File: src/rtl/kwts_pkg.sv
package kwts_pkg;

  // field widths
  localparam int IDX_W  = 12;
  localparam int TAP_W  = 24;
  localparam int LEN_W  = 13;
  localparam int BETA_W = 16;
  localparam int OFS_W  = 20;
  localparam int CFG_W  = 20;
  localparam int CIDX_W = 2;

  // block constants
  localparam int MAX_TAPS     = 4096;
  localparam int SERIES_TERMS = 64;
  localparam int BETA_MAX     = 40960;
  localparam int TERM_W       = $clog2(SERIES_TERMS + 1);

  // reset values of the registers
  localparam logic [LEN_W-1:0]  LEN_RESET  = LEN_W'(4096);
  localparam logic [BETA_W-1:0] BETA_RESET = BETA_W'(18432);
  localparam logic [OFS_W-1:0]  OFS_RESET  = '0;

  // datapath sizing
  localparam int Q_W            = 31;             // Q30 values up to 1.0
  localparam int DIV_W          = 33;             // long divider remainder
  localparam int DIV_STEPS      = 30;
  localparam int SQ_W           = 62;
  localparam int SQRT_STEPS     = 31;
  localparam int HALF_W         = 21;
  localparam int SER_W          = 48;             // series term
  localparam int DIGIT_W        = 8;              // bits per divide-by-k step
  localparam int SER_DIV_STEPS  = SER_W / DIGIT_W;
  localparam int SUM_W          = 57;             // series sum
  localparam int NORM_STEPS     = SUM_W - 32;
  localparam int STEP_W         = 5;
  localparam int POS_W          = 26;

  localparam logic [Q_W-1:0] ONE_Q30 = Q_W'(1) << 30;

  typedef enum logic [CIDX_W-1:0] {
    CFG_LENGTH = 2'd0,
    CFG_BETA   = 2'd1,
    CFG_OFFSET = 2'd2
  } cfg_reg_e;

  typedef enum logic [4:0] {
    OP_NONE,
    OP_LOAD,
    OP_POS,
    OP_DIV,
    OP_X2,
    OP_SQRT,
    OP_HALF,
    OP_SER_INIT_DEN,
    OP_SER_INIT_NUM,
    OP_SER_MUL,
    OP_SER_DIV,
    OP_SER_ACC,
    OP_SER_SAVE_DEN,
    OP_SER_SAVE_NUM,
    OP_NORM,
    OP_WINIT,
    OP_PRODUCT,
    OP_OUT
  } op_e;

  typedef struct packed {
    op_e               op;
    logic [TERM_W-1:0] term;
  } dp_cmd_t;

  typedef struct packed {
    logic beyond;
  } dp_status_t;

  typedef struct packed {
    logic [IDX_W-1:0]        tap_index;
    logic signed [TAP_W-1:0] tap_value;
  } in_item_t;

  typedef struct packed {
    logic signed [TAP_W-1:0] shaped_tap;
    logic [IDX_W-1:0]        index_echo;
    logic                    beyond_length;
  } out_item_t;

endpackage

File: src/rtl/kwts_stream_if.sv
interface kwts_stream_if #(
  parameter type payload_t = logic
);
  logic     valid;
  logic     ready;
  payload_t payload;

  modport source (output valid, output payload, input ready);
  modport sink (input valid, input payload, output ready);
endinterface

File: src/rtl/kwts_ctrl.sv
module kwts_ctrl (
  input  logic                 clk_i,
  input  logic                 rst_ni,
  input  logic                 in_valid_i,
  output logic                 in_ready_o,
  output logic                 out_valid_o,
  input  logic                 out_ready_i,
  input  kwts_pkg::dp_status_t status_i,
  output kwts_pkg::dp_cmd_t    cmd_o
);
  import kwts_pkg::*;

  typedef enum logic [3:0] {
    S_IDLE, S_CHECK, S_PDIV, S_X2, S_SQRT, S_HALF, S_SINIT, S_SMUL,
    S_SDIV, S_SACC, S_SSAVE, S_NORM, S_WINIT, S_WDIV, S_PROD, S_OUT
  } state_e;

  state_e            state_q;
  logic [STEP_W-1:0] step_q;
  logic [TERM_W-1:0] term_q;
  logic              sel_q;        // 0: denominator series, 1: numerator series
  logic              out_valid_q;
  logic              out_valid_d;
  logic              out_free;

  assign out_free    = !out_valid_q || out_ready_i;
  assign in_ready_o  = (state_q == S_IDLE);
  assign out_valid_o = out_valid_q;

  // result valid: set when a result is issued, cleared once taken
  assign out_valid_d = (state_q == S_OUT && out_free) ? 1'b1
                                                      : (out_valid_q && !out_ready_i);

  // command decode
  always_comb begin
    cmd_o.term = term_q;
    unique case (state_q)
      S_IDLE:  cmd_o.op = in_valid_i ? OP_LOAD : OP_NONE;
      S_CHECK: cmd_o.op = status_i.beyond ? OP_NONE : OP_POS;
      S_PDIV:  cmd_o.op = OP_DIV;
      S_X2:    cmd_o.op = OP_X2;
      S_SQRT:  cmd_o.op = OP_SQRT;
      S_HALF:  cmd_o.op = OP_HALF;
      S_SINIT: cmd_o.op = sel_q ? OP_SER_INIT_NUM : OP_SER_INIT_DEN;
      S_SMUL:  cmd_o.op = OP_SER_MUL;
      S_SDIV:  cmd_o.op = OP_SER_DIV;
      S_SACC:  cmd_o.op = OP_SER_ACC;
      S_SSAVE: cmd_o.op = sel_q ? OP_SER_SAVE_NUM : OP_SER_SAVE_DEN;
      S_NORM:  cmd_o.op = OP_NORM;
      S_WINIT: cmd_o.op = OP_WINIT;
      S_WDIV:  cmd_o.op = OP_DIV;
      S_PROD:  cmd_o.op = OP_PRODUCT;
      S_OUT:   cmd_o.op = out_free ? OP_OUT : OP_NONE;
      default: cmd_o.op = OP_NONE;
    endcase
  end

  // sequencer
  always_ff @(posedge clk_i or negedge rst_ni) begin
    if (!rst_ni) begin
      state_q     <= S_IDLE;
      step_q      <= '0;
      term_q      <= '0;
      sel_q       <= 1'b0;
      out_valid_q <= 1'b0;
    end else begin
      out_valid_q <= out_valid_d;
      unique case (state_q)
        S_IDLE: begin
          if (in_valid_i) state_q <= S_CHECK;
        end
        S_CHECK: begin
          step_q  <= '0;
          state_q <= status_i.beyond ? S_OUT : S_PDIV;
        end
        S_PDIV: begin
          step_q <= step_q + STEP_W'(1);
          if (step_q == STEP_W'(DIV_STEPS - 1)) begin
            step_q  <= '0;
            state_q <= S_X2;
          end
        end
        S_X2: state_q <= S_SQRT;
        S_SQRT: begin
          step_q <= step_q + STEP_W'(1);
          if (step_q == STEP_W'(SQRT_STEPS - 1)) state_q <= S_HALF;
        end
        S_HALF: begin
          sel_q   <= 1'b0;
          state_q <= S_SINIT;
        end
        S_SINIT: begin
          term_q  <= TERM_W'(1);
          state_q <= S_SMUL;
        end
        S_SMUL: begin
          step_q  <= '0;
          state_q <= S_SDIV;
        end
        S_SDIV: begin
          step_q <= step_q + STEP_W'(1);
          if (step_q == STEP_W'(SER_DIV_STEPS - 1)) state_q <= S_SACC;
        end
        S_SACC: begin
          if (term_q == TERM_W'(SERIES_TERMS)) begin
            state_q <= S_SSAVE;
          end else begin
            term_q  <= term_q + TERM_W'(1);
            state_q <= S_SMUL;
          end
        end
        S_SSAVE: begin
          step_q <= '0;
          if (!sel_q) begin
            sel_q   <= 1'b1;
            state_q <= S_SINIT;
          end else begin
            state_q <= S_NORM;
          end
        end
        S_NORM: begin
          step_q <= step_q + STEP_W'(1);
          if (step_q == STEP_W'(NORM_STEPS - 1)) state_q <= S_WINIT;
        end
        S_WINIT: begin
          step_q  <= '0;
          state_q <= S_WDIV;
        end
        S_WDIV: begin
          step_q <= step_q + STEP_W'(1);
          if (step_q == STEP_W'(DIV_STEPS - 1)) state_q <= S_PROD;
        end
        S_PROD: state_q <= S_OUT;
        S_OUT: begin
          if (out_free) begin
            state_q <= S_IDLE;
          end
        end
        default: state_q <= S_IDLE;
      endcase
    end
  end

`ifndef SYNTHESIS
  a_accept_to_check: assert property (@(posedge clk_i) disable iff (!rst_ni)
    (in_valid_i && in_ready_o) |=> (state_q == S_CHECK))
    else $error("accepted request did not start processing");

  a_result_from_out: assert property (@(posedge clk_i) disable iff (!rst_ni)
    $rose(out_valid_q) |-> ($past(state_q) == S_OUT))
    else $error("result raised outside the output state");

  a_series_ends: assert property (@(posedge clk_i) disable iff (!rst_ni)
    (state_q == S_SACC && term_q == TERM_W'(SERIES_TERMS)) |=> (state_q == S_SSAVE))
    else $error("series ran past its last term");

  a_term_range: assert property (@(posedge clk_i) disable iff (!rst_ni)
    (state_q == S_SMUL) |-> (term_q != '0 && term_q <= TERM_W'(SERIES_TERMS)))
    else $error("series term out of range");
`endif

endmodule

File: src/rtl/kwts_dp.sv
module kwts_dp (
  input  logic                           clk_i,
  input  logic                           rst_ni,
  input  logic                           cfg_we_i,
  input  logic [kwts_pkg::CIDX_W-1:0]    cfg_idx_i,
  input  logic [kwts_pkg::CFG_W-1:0]     cfg_wdata_i,
  input  kwts_pkg::in_item_t             item_i,
  input  kwts_pkg::dp_cmd_t              cmd_i,
  output kwts_pkg::dp_status_t           status_o,
  output kwts_pkg::out_item_t            result_o
);
  import kwts_pkg::*;

  // configuration registers
  logic [LEN_W-1:0]  cfg_len_q;
  logic [BETA_W-1:0] cfg_beta_q;
  logic [OFS_W-1:0]  cfg_ofs_q;

  always_ff @(posedge clk_i or negedge rst_ni) begin
    if (!rst_ni) begin
      cfg_len_q  <= LEN_RESET;
      cfg_beta_q <= BETA_RESET;
      cfg_ofs_q  <= OFS_RESET;
    end else if (cfg_we_i) begin
      unique case (cfg_reg_e'(cfg_idx_i))
        CFG_LENGTH: cfg_len_q  <= cfg_wdata_i[LEN_W-1:0];
        CFG_BETA:   cfg_beta_q <= cfg_wdata_i[BETA_W-1:0];
        CFG_OFFSET: cfg_ofs_q  <= cfg_wdata_i[OFS_W-1:0];
        default: ;
      endcase
    end
  end

  // datapath registers
  logic [IDX_W-1:0]        idx_q;
  logic signed [TAP_W-1:0] tap_q;
  logic                    beyond_q;
  logic [DIV_W-1:0]        div_rem_q, div_d_q;
  logic [DIV_STEPS-1:0]    div_q_q;
  logic                    div_sat_q;
  logic [SQ_W-2:0]         sq_v_q, sq_bit_q;
  logic [SQ_W-1:0]         sq_res_q;
  logic [HALF_W-1:0]       half_num_q, ser_half_q;
  logic [SER_W-1:0]        ser_a_q;
  logic [DIGIT_W-1:0]      ser_r_q;
  logic [SUM_W-1:0]        ser_sum_q, den_sum_q, num_sum_q;
  logic signed [TAP_W-1:0] res_q;
  out_item_t               result_q;

  // clamped settings
  logic [LEN_W-1:0]  len_c;
  logic [BETA_W-1:0] beta_c;
  assign len_c  = (32'(cfg_len_q) > MAX_TAPS) ? LEN_W'(MAX_TAPS) : cfg_len_q;
  assign beta_c = (32'(cfg_beta_q) > BETA_MAX) ? BETA_W'(BETA_MAX) : cfg_beta_q;

  // divider quotient as Q30
  logic [Q_W-1:0] div_val;
  assign div_val = div_sat_q ? ONE_Q30 : {1'b0, div_q_q};

  // tap position numerator and denominator
  logic signed [POS_W-1:0] pi, pl, pfl, pfr, pmx, pmaxl, pdl, pd0, pn, pd;
  always_comb begin
    pi    = $signed({{(POS_W-IDX_W){1'b0}}, idx_q});
    pl    = $signed({{(POS_W-LEN_W){1'b0}}, len_c});
    pfl   = $signed({{(POS_W-12){cfg_ofs_q[OFS_W-1]}}, cfg_ofs_q[OFS_W-1:8]});
    pfr   = $signed({{(POS_W-8){1'b0}}, cfg_ofs_q[7:0]});
    pmx   = (pl >>> 1) + pfl;
    pmaxl = (cfg_ofs_q[7:0] == 8'd0) ? pmx - POS_W'(1) : pmx;
    pdl   = (pmx <<< 8) + pfr;
    pd0   = (pi <<< 1) + POS_W'(1) - pl;
    if (cfg_ofs_q == '0) begin
      pn = pd0[POS_W-1] ? -pd0 : pd0;
      pd = pl - POS_W'(1);
    end else if (pi <= pmaxl) begin
      pn = pdl - (pi <<< 8);
      pd = pdl;
    end else begin
      pn = ((pi - pmx) <<< 8) - pfr;
      pd = ((pl - pmx - POS_W'(1)) <<< 8) - pfr;
    end
  end

  // combinational arithmetic for the datapath operations
  logic [2*Q_W-1:0]        xsq;
  logic [Q_W-1:0]          u_c;
  logic [SQ_W-1:0]         sq_sum;
  logic [DIV_W-1:0]        div_rem2;
  logic [46:0]             hp;
  logic [68:0]             mp;
  logic [63:0]             tsq;
  logic [SUM_W-1:0]        wn;
  logic signed [55:0]      pm, pr, ps;
  logic signed [TAP_W-1:0] sat_c;
  logic [SER_W-1:0]        dq;
  logic [DIGIT_W:0]        rr, k9;
  logic [DIGIT_W-1:0]      dr;

  always_comb begin
    xsq      = (2*Q_W)'(div_val) * (2*Q_W)'(div_val);
    u_c      = ONE_Q30 - xsq[Q_W+29:30];
    sq_sum   = sq_res_q + SQ_W'(sq_bit_q);
    div_rem2 = {div_rem_q[DIV_W-2:0], 1'b0};
    hp       = 47'(beta_c) * 47'(sq_res_q[Q_W-1:0]);
    mp       = 69'(ser_a_q) * 69'(ser_half_q);
    tsq      = 64'(ser_a_q[46:15]) * 64'(ser_a_q[46:15]);
    wn       = (num_sum_q < den_sum_q) ? num_sum_q : den_sum_q;
    pm       = $signed({{32{tap_q[TAP_W-1]}}, tap_q}) * $signed({25'b0, div_val});
    pr       = pm + (56'sd1 <<< 29);
    ps       = pr >>> 30;
    if (ps > 56'sd8388607) begin
      sat_c = 24'sh7FFFFF;
    end else if (ps < -56'sd8388608) begin
      sat_c = -24'sh800000;
    end else begin
      sat_c = ps[TAP_W-1:0];
    end
    // one digit of the series divide by k
    dq = ser_a_q;
    dr = ser_r_q;
    k9 = (DIGIT_W+1)'(cmd_i.term);
    for (int j = 0; j < DIGIT_W; j++) begin
      rr = {dr, dq[SER_W-1]};
      dq = {dq[SER_W-2:0], 1'b0};
      if (rr >= k9) begin
        rr    = rr - k9;
        dq[0] = 1'b1;
      end
      dr = rr[DIGIT_W-1:0];
    end
  end

  // datapath operations
  always_ff @(posedge clk_i) begin
    case (cmd_i.op)
      OP_LOAD: begin
        idx_q    <= item_i.tap_index;
        tap_q    <= item_i.tap_value;
        beyond_q <= (LEN_W'(item_i.tap_index) >= len_c);
      end
      OP_POS: begin
        div_q_q <= '0;
        if (pn <= 0 || pd <= 0) begin
          div_sat_q <= 1'b0;
          div_rem_q <= '0;
          div_d_q   <= DIV_W'(1);
        end else if (pn >= pd) begin
          div_sat_q <= 1'b1;
          div_rem_q <= '0;
          div_d_q   <= DIV_W'(1);
        end else begin
          div_sat_q <= 1'b0;
          div_rem_q <= DIV_W'(pn);
          div_d_q   <= DIV_W'(pd);
        end
      end
      OP_DIV: begin
        if (div_rem2 >= div_d_q) begin
          div_rem_q <= div_rem2 - div_d_q;
          div_q_q   <= {div_q_q[DIV_STEPS-2:0], 1'b1};
        end else begin
          div_rem_q <= div_rem2;
          div_q_q   <= {div_q_q[DIV_STEPS-2:0], 1'b0};
        end
      end
      OP_X2: begin
        sq_v_q   <= {u_c, 30'b0};
        sq_res_q <= '0;
        sq_bit_q <= (SQ_W-1)'(1) << 60;
      end
      OP_SQRT: begin
        if (SQ_W'(sq_v_q) >= sq_sum) begin
          sq_v_q   <= sq_v_q - sq_sum[SQ_W-2:0];
          sq_res_q <= (sq_res_q >> 1) + SQ_W'(sq_bit_q);
        end else begin
          sq_res_q <= sq_res_q >> 1;
        end
        sq_bit_q <= sq_bit_q >> 2;
      end
      OP_HALF: half_num_q <= hp[46:26];
      OP_SER_INIT_DEN, OP_SER_INIT_NUM: begin
        ser_half_q <= (cmd_i.op == OP_SER_INIT_NUM) ? half_num_q
                                                    : HALF_W'({beta_c, 4'b0});
        ser_a_q    <= SER_W'(ONE_Q30);
        ser_sum_q  <= SUM_W'(ONE_Q30);
      end
      OP_SER_MUL: begin
        ser_a_q <= mp[SER_W+15:16];
        ser_r_q <= '0;
      end
      OP_SER_DIV: begin
        ser_a_q <= dq;
        ser_r_q <= dr;
      end
      OP_SER_ACC:      ser_sum_q <= ser_sum_q + tsq[SUM_W-1:0];
      OP_SER_SAVE_DEN: den_sum_q <= ser_sum_q;
      OP_SER_SAVE_NUM: num_sum_q <= ser_sum_q;
      OP_NORM: begin
        if (|den_sum_q[SUM_W-1:32]) begin
          den_sum_q <= den_sum_q >> 1;
          num_sum_q <= num_sum_q >> 1;
        end
      end
      OP_WINIT: begin
        div_q_q <= '0;
        div_d_q <= den_sum_q[DIV_W-1:0];
        if (wn >= den_sum_q) begin
          div_sat_q <= 1'b1;
          div_rem_q <= '0;
        end else begin
          div_sat_q <= 1'b0;
          div_rem_q <= wn[DIV_W-1:0];
        end
      end
      OP_PRODUCT: res_q <= sat_c;
      OP_OUT: begin
        result_q.shaped_tap    <= beyond_q ? tap_q : res_q;
        result_q.index_echo    <= idx_q;
        result_q.beyond_length <= beyond_q;
      end
      default: ;
    endcase
  end

  assign status_o.beyond = beyond_q;
  assign result_o        = result_q;

endmodule

File: src/rtl/kaiser_window_tap_shaper.sv
// Kaiser window tap shaper: each request carries a tap index and a Q1.23
// coefficient and returns the coefficient times I0(beta*sqrt(1-x^2))/I0(beta),
// rounded and saturated, with the index echoed; an index at or past the window
// length passes the coefficient through with beyond_length set. One request is
// processed at a time: a request in the window runs the 30-step position
// division, the 31-step square root, the two Bessel series, each term one
// multiply, SER_W/8 divide-by-k digit steps and one square-accumulate, and
// the 30-step weight division; a request past the length goes from the check
// straight to the output. The next request is taken while a finished result
// still waits at the output. The user must write registers through the cfg
// port only while the block is idle; the block itself does not enforce this.
module kaiser_window_tap_shaper (
  input  logic                        clk_i,
  input  logic                        rst_ni,
  input  logic                        cfg_we_i,
  input  logic [kwts_pkg::CIDX_W-1:0] cfg_idx_i,
  input  logic [kwts_pkg::CFG_W-1:0]  cfg_wdata_i,
  kwts_stream_if.sink                 in_if,
  kwts_stream_if.source               out_if
);
  import kwts_pkg::*;

  dp_cmd_t    cmd;
  dp_status_t status;
  out_item_t  result;
  in_item_t   item;

  assign item = in_item_t'(in_if.payload);

  // sequencer
  kwts_ctrl u_ctrl (
    .clk_i       (clk_i),
    .rst_ni      (rst_ni),
    .in_valid_i  (in_if.valid),
    .in_ready_o  (in_if.ready),
    .out_valid_o (out_if.valid),
    .out_ready_i (out_if.ready),
    .status_i    (status),
    .cmd_o       (cmd)
  );

  // arithmetic and registers
  kwts_dp u_dp (
    .clk_i       (clk_i),
    .rst_ni      (rst_ni),
    .cfg_we_i    (cfg_we_i),
    .cfg_idx_i   (cfg_idx_i),
    .cfg_wdata_i (cfg_wdata_i),
    .item_i      (item),
    .cmd_i       (cmd),
    .status_o    (status),
    .result_o    (result)
  );

  assign out_if.payload = result;

endmodule
File: src/flat_wrapper.sv
// flat-port wrapper written by rule: the top's interface ports become plain ports
module kaiser_window_tap_shaper_flat import kwts_pkg::*;
  (clk_i, rst_ni, cfg_we_i, cfg_idx_i, cfg_wdata_i, in_if_valid, in_if_payload, in_if_ready, out_if_valid, out_if_payload, out_if_ready);
  kwts_stream_if in_if_i ();
  kwts_stream_if out_if_i ();
  input  logic clk_i;
  input  logic rst_ni;
  input  logic cfg_we_i;
  input  logic [kwts_pkg::CIDX_W-1:0] cfg_idx_i;
  input  logic [kwts_pkg::CFG_W-1:0] cfg_wdata_i;
  input wire logic [$bits(in_if_i.valid)-1:0] in_if_valid;
  input wire logic [$bits(in_if_i.payload)-1:0] in_if_payload;
  output wire logic [$bits(in_if_i.ready)-1:0] in_if_ready;
  output wire logic [$bits(out_if_i.valid)-1:0] out_if_valid;
  output wire logic [$bits(out_if_i.payload)-1:0] out_if_payload;
  input wire logic [$bits(out_if_i.ready)-1:0] out_if_ready;
  assign in_if_i.valid = in_if_valid;
  assign in_if_i.payload = in_if_payload;
  assign in_if_ready = in_if_i.ready;
  assign out_if_valid = out_if_i.valid;
  assign out_if_payload = out_if_i.payload;
  assign out_if_i.ready = out_if_ready;
  kaiser_window_tap_shaper u_core (.clk_i(clk_i), .rst_ni(rst_ni), .cfg_we_i(cfg_we_i), .cfg_idx_i(cfg_idx_i), .cfg_wdata_i(cfg_wdata_i), .in_if(in_if_i), .out_if(out_if_i));
endmodule
File: config.mk
export PLATFORM = sky130hd
export DESIGN_NAME = kaiser_window_tap_shaper_flat
export DESIGN_NICKNAME = d
export VERILOG_FILES = /design/src/rtl/kwts_pkg.sv /design/src/rtl/kwts_stream_if.sv /design/src/rtl/kwts_ctrl.sv /design/src/rtl/kwts_dp.sv /design/src/rtl/kaiser_window_tap_shaper.sv /design/src/flat_wrapper.sv
export SDC_FILE = /design/constraint.sdc
export NUM_CORES = 1
export LEC_CHECK = 0
export BUFFER_PORTS_ARGS = -buffer_cell sky130_fd_sc_hd__buf_2
export CORE_MARGIN = 2
export CORE_UTILIZATION = 40
export DETAILED_ROUTE_END_ITERATION = 10
export PLACE_DENSITY = 0.65
export SETUP_SLACK_MARGIN = 0.4
export SLEW_MARGIN = 20
export SYNTH_ARGS = -nofsm -noshare
export SYNTH_HDL_FRONTEND = slang
export SYNTH_SLANG_ARGS = --single-unit
File: constraint.sdc
create_clock -name clk_i -period 3.5 [get_ports clk_i]
set_input_delay 0.525 -clock clk_i [delete_from_list [all_inputs] [get_ports clk_i]]
set_output_delay 0.525 -clock clk_i [all_outputs]
set_load 0.01 [all_outputs]
# Word-level counts from Yosys, hierarchy flattened
# Index checks and enable logic that the tools add are counted.
[totals] ff_bits=33 input_bits=28 wordCells=82
[op_classes] n_addsub=2 order_cmp=2 eq_ne=30 n_mux=24 n_reduce_logical=16
[ops] cell="5-bit case mux with 15 select lines" count=1
[ops] cell="4-bit case mux with 16 select lines" count=1
[ops] cell="4-bit two-way mux" count=11
[ops] cell="4-bit equality test, second input constant" count=8
[ops] cell="5-bit equality test, second input constant" count=4
[ops] cell="4-bit by 3-bit equality test with 1-bit output, second input constant" count=4
[ops] cell="2-bit != test, second input constant" count=8
[ops] cell="5-bit case mux with 3 select lines" count=1
[ops] cell="7-bit case mux with 2 select lines" count=1
[ops] cell="1-bit by 13-bit >= comparator with 1-bit output, first input constant" count=1
[ops] cell="13-bit > comparator, second input constant" count=1
[ops] cell="13-bit two-way mux" count=1
[ops] cell="5-bit two-way mux" count=2
[ops] cell="4-bit by 2-bit equality test with 1-bit output, second input constant" count=2
[ops] cell="4-bit OR reduction" count=2
[ops] cell="7-bit by 1-bit adder with 7-bit output, second input constant" count=1
[ops] cell="7-bit equality test, second input constant" count=1
[ops] cell="7-bit two-way mux" count=1
[ops] cell="7-bit AND reduction" count=1
[ops] cell="5-bit by 1-bit adder with 5-bit output, second input constant" count=1
[ops] cell="5-bit by 1-bit equality test with 1-bit output, second input constant" count=1
[ops] cell="5-bit by 3-bit equality test with 1-bit output, second input constant" count=1
[ops] cell="4-bit by 1-bit equality test with 1-bit output, second input constant" count=1
[ops] cell="4-bit zero test" count=1
[ops] cell="11 further kinds" count=17

# Logic depth before layout (Yosys ltp)
[logic_depth] ltp_word=5 ltp_mapped=7 depth_no_buf=6

# Hierarchy
# From an unflattened synthesis, not the netlist that was laid out.
[unflattened] hier_cells=18124 area_unflattened_um2=169420.0
[by_module_without_submodules] mod="kwts_dp" instances=1 cells_per_inst=17951 area_per_inst_um2=167949.8
[by_module_without_submodules] mod="kwts_ctrl" instances=1 cells_per_inst=172 area_per_inst_um2=1466.4
[by_module_without_submodules] mod="kaiser_window_tap_shaper" instances=1 cells_per_inst=1 area_per_inst_um2=3.8

# Worst setup path after synthesis
# No wires, ideal clock.
[synth_path] path_kind="register -> register" start="register u_core.u_ctrl.state_q[0]" end="register u_core.u_ctrl.state_q[0]" arrival_time_ps=1628 t_required_ps=3375 slack_ps=1747 path_stages_with_launch=6 n_path_buf=1 period_less_slack_ps=1753 cell_sequence="dfrtp_1 buf_6 or4b_4 o32a_2 and4_4 mux2_4"
[synth_between] elab_chain_cells=3 elab_cells_between_ends=25 cone_classes="22 x eq/ne; 1 x mux; 2 x reduce/logical"
[synth_rtl] item="start: declaration" line="kwts_ctrl.sv:18" source="state_e state_q;"
[synth_rtl] item="start signal: assignment" line="kwts_ctrl.sv:74" source="state_q <= status_i.beyond ? S_OUT : S_PDIV;"
[synth_rtl] item="4-bit equality test, or another cell as far along" line="kwts_ctrl.sv:68" source="unique case (state_q)"
[synth_rtl] item="2-bit != test (no line)"
[synth_rtl] item="7-bit AND reduction (no line)"
# Several ways; a longest one is shown, not always the timed one.
# A chain may end at the register's enable or synchronous reset.

# Worst setup path in the final report
[layout_path] start="register u_core.u_ctrl.state_q[0]" end="output in_if_ready"
[layout_between] elab_chain_cells=1
[layout_rtl] item="4-bit zero test" line="kwts_ctrl.sv:27" source="assign in_ready_o = (state_q == S_IDLE);"
[layout_rtl] item="end: declaration" line="flat_wrapper.sv:13" source="output wire logic [$bits(in_if_i.ready)-1:0] in_if_ready;"
# No other way between the ends.

==> impl_metrics.toml <==
[status]
outcome = "finished, final reports clean"

[placed_design]
dp.cells = 273
io_buffers = 22
dp_slack_ns = 1.35
globalplace.congestion = 0.784
post_dp_cell_area_mm2 = 0.00213
dp_hpwl_mm = 2.65

[die]
dieArea_mm2 = 0.00554
die_w_um = 74.5
num_rows = 25
start_util = 0.418
core-area_mm2 = 0.00475
fp.dieH_um = 74.5
top_level_ports = 31

[sta]
fin_skew_ns = 0.00769
relSlewSlack = 0.458
slew_viol_final = 0
rsz0062_at_grt = "no"
period_share = 0.645
period_minus_slack_ns = 2.26
setup_viol = 0
tns_ns = 0
hold_violations = 0
max_freq_mhz = 443
tightest_slew_ns = 0.813
setup_slack_ns = 1.24

[critical_path]
required_ns = 2.97
ff2ff_path_depth = 5
critPathKind = "flop to output pin"
r2r-end = "u_core.u_ctrl.term_q[6]"
worstPathMaxFanout = 27
r2r_slack_ns = 1.31
start_kind = "flop"
cp-end-kind = "output pin"
r2r-start = "u_core.u_ctrl.state_q[0]"
cp.arrival_ns = 1.73

[pwr]
p_seq_frac = 0.542
p_leak_nw = 1.01
p_int_uw = 624
pwr-share-comb = 0.065
swShare = 0.209
p_total_uw = 790
p_sw_uw = 165
ir_drop_mv = 0.386
powerDensity_mw_per_mm2 = 354
power.share.clock = 0.393

[clock_tree]
cts.clk_slew.worst_paths_ns = 0.07
ctsHoldBuffers = 0
cts_tree = "done"
clockBufferDepth = 2
cts_setup_buffers = 0
cts-root-buf = "clkbuf_8"
cts_max_level = 2
clk_latency_ns = 0.28
cts.sink_count = 33
cts_made_buffers = 5
cts_resized = 0

[global_routing]
grt_usage = 0.154
grt_pass1_vias = 1472
grt_overflow_total = 0
antenna_found_initial = 0
grt_pass1_wl_mm = 6.54
grt_max_degree = 32

[route]
drcViolationCount = 0
via_per_inst = 5.48
routed_wl_mm = 3.74
vias = 1539
drt_iter0_drc = 74
antenna_left = 0
dr.pass1.iters = 4
wire_per_inst_um = 13.3

[synthesis]
synth_seq_cells = 33
netlist_area_mm2 = 0.00199
synthCells = 194
synth_cell_types = 58
async_flop_share = 0.939
synth_nets = 228
synthTopCellsByArea = "dfrtp_1 (38%), mux2_2 (8.5%), ha_1 (3.8%)"
synth_warnings = 0
synth.most_common_cell = "dfrtp_1"
synthTopCellsByCount = "dfrtp_1 (30), nand2_1 (18), mux2_2 (15)"
synth-edff-count = 2
yosysTopAreaCell = "dfrtp_1"
synth-main-ff-cell = "dfrtp_1"
synth_top_area_share = 0.378
synth-seq-area-share = 0.422
avgSynthCellArea_um2 = 10.2

[cells_and_area]
num_antenna_cells = 0
regArea_um2 = 837
fillers = 466
final_nets = 247
postLayoutCellArea_mm2 = 0.00223
multi_input_area_mm2 = 0.00105
areaGrowthSynthToFinish_pct = 12.4
drive_gt1_frac = 0.248
instances_no_fill = 281

[min_path]
hp-class = "primary input to asynchronous set/reset pin"

[job]
maxCapViolCount = 0
## critical path, cell delays in order, from the launching register on
cell     delay, ns
dfrtp_1       0.68
nor4_2        0.55
buf_2         0.22
## cell usage in the layout (no fill, tap or decap), types with 2 or more instances in the layout
master	Yosys	layout
dfrtp_1	30	30
buf_2	7	22
nand2_1	18	18
mux2_2	15	15
or4_1	9	9
inv_1	8	8
clkbuf_8	0	7
nand4_1	6	6
o211ai_1	6	6
nor2_1	6	6
ha_1	6	6
nand3_1	5	5
nor2b_1	5	5
o31ai_1	5	5
a21oi_1	5	5
nor3_1	3	3
nand2b_1	3	3
o21ai_0	3	3
and2_1	3	3
and4b_1	3	3
nor4_1	2	2
xnor2_1	2	2
nand4bb_1	2	2
a21o_1	2	2
a31oi_1	2	2
xor2_1	2	2
o221ai_1	2	2
buf_4	1	2
edfxtp_1	2	2
## layout make-up
type / instances / share of cell area
inverters: 8 / 0.0135
clock inverters: 1 / 0.00224
well taps: 67 / 0.0376
repair buffers: 24 / 0.0561
flip-flops and latches: 33 / 0.375
clock buffers: 7 / 0.0432
multi-input cells: 141 / 0.472
## logic make-up after synthesis
kind of cell               after synthesis  synth area share
AOI/OAI and AO/OA                       36             0.130
xor gates and xnor gates                 4            0.0176
adders and majority gates                6            0.0378
buffers and inverters                   20            0.0479
DFF                                     33             0.422
muxes                                   17            0.0977
and+or+nand+nor                         78             0.247
## power by group through the flow
stage	logic (mW)	clock network, mW	registers, mW
detailed placement	0.0526	0	0.436
floorplan	0.0321	0	0.431
global route	0.0584	0.339	0.432
finish	0.0512	0.311	0.428
CTS	0.0525	0.324	0.429
global placement	0.0511	0	0.435
## stage by stage
| stage | util | hold WS [ns] |
|---|---|---|
| 6_report | 0.469 | 0.284 |
| 5_1_grt | 0.469 | 0.336 |
| 4_1_cts | 0.469 | 0.303 |
| 3_5_place_dp | 0.448 | 0.491 |
| 3_3_place_gp | 0.448 | 0.485 |
| 2_1_floorplan | - | 0.229 |
## how the worst max path moves through the flow
stage	slack, ns	end	depth (start not counted)	from
final	1.24	in_if_ready	2	u_core.u_ctrl.state_q[0]
after floorplan	1.75	u_core.u_ctrl.state_q[0]	5	u_core.u_ctrl.state_q[0]
after global routing	1.12	in_if_ready	2	u_core.u_ctrl.state_q[0]
after CTS	1.24	in_if_ready	2	u_core.u_ctrl.state_q[0]
after detailed placement	1.35	u_core.u_ctrl.term_q[3]	5	u_core.u_ctrl.state_q[0]
after global placement	1.38	u_core.u_ctrl.state_q[0]	4	u_core.u_ctrl.state_q[3]
## per-layer routing
metal  global-route usage  vias up  part of all wire
met4               0.0595        0             0.017
met5                    0        -                 0
met3               0.0420        7             0.056
met2                0.249       40              0.46
li1                     -      768                 -
met1                0.198      724              0.47
## sequential cells by signal, summed over array words and instances (netlist names)
signal                     count
u_core.u_ctrl.term_q           7
u_core.u_ctrl.state_q          4
u_core.u_dp.result_o           1
u_core.u_dp.status_o           1
u_core.u_ctrl.step_q           5
u_core.u_ctrl.sel_q            1
u_core.u_dp.cfg_len_q         13
u_core.u_ctrl.out_valid_o      1
No activity file was read; power rests on OpenSTA's default activity.
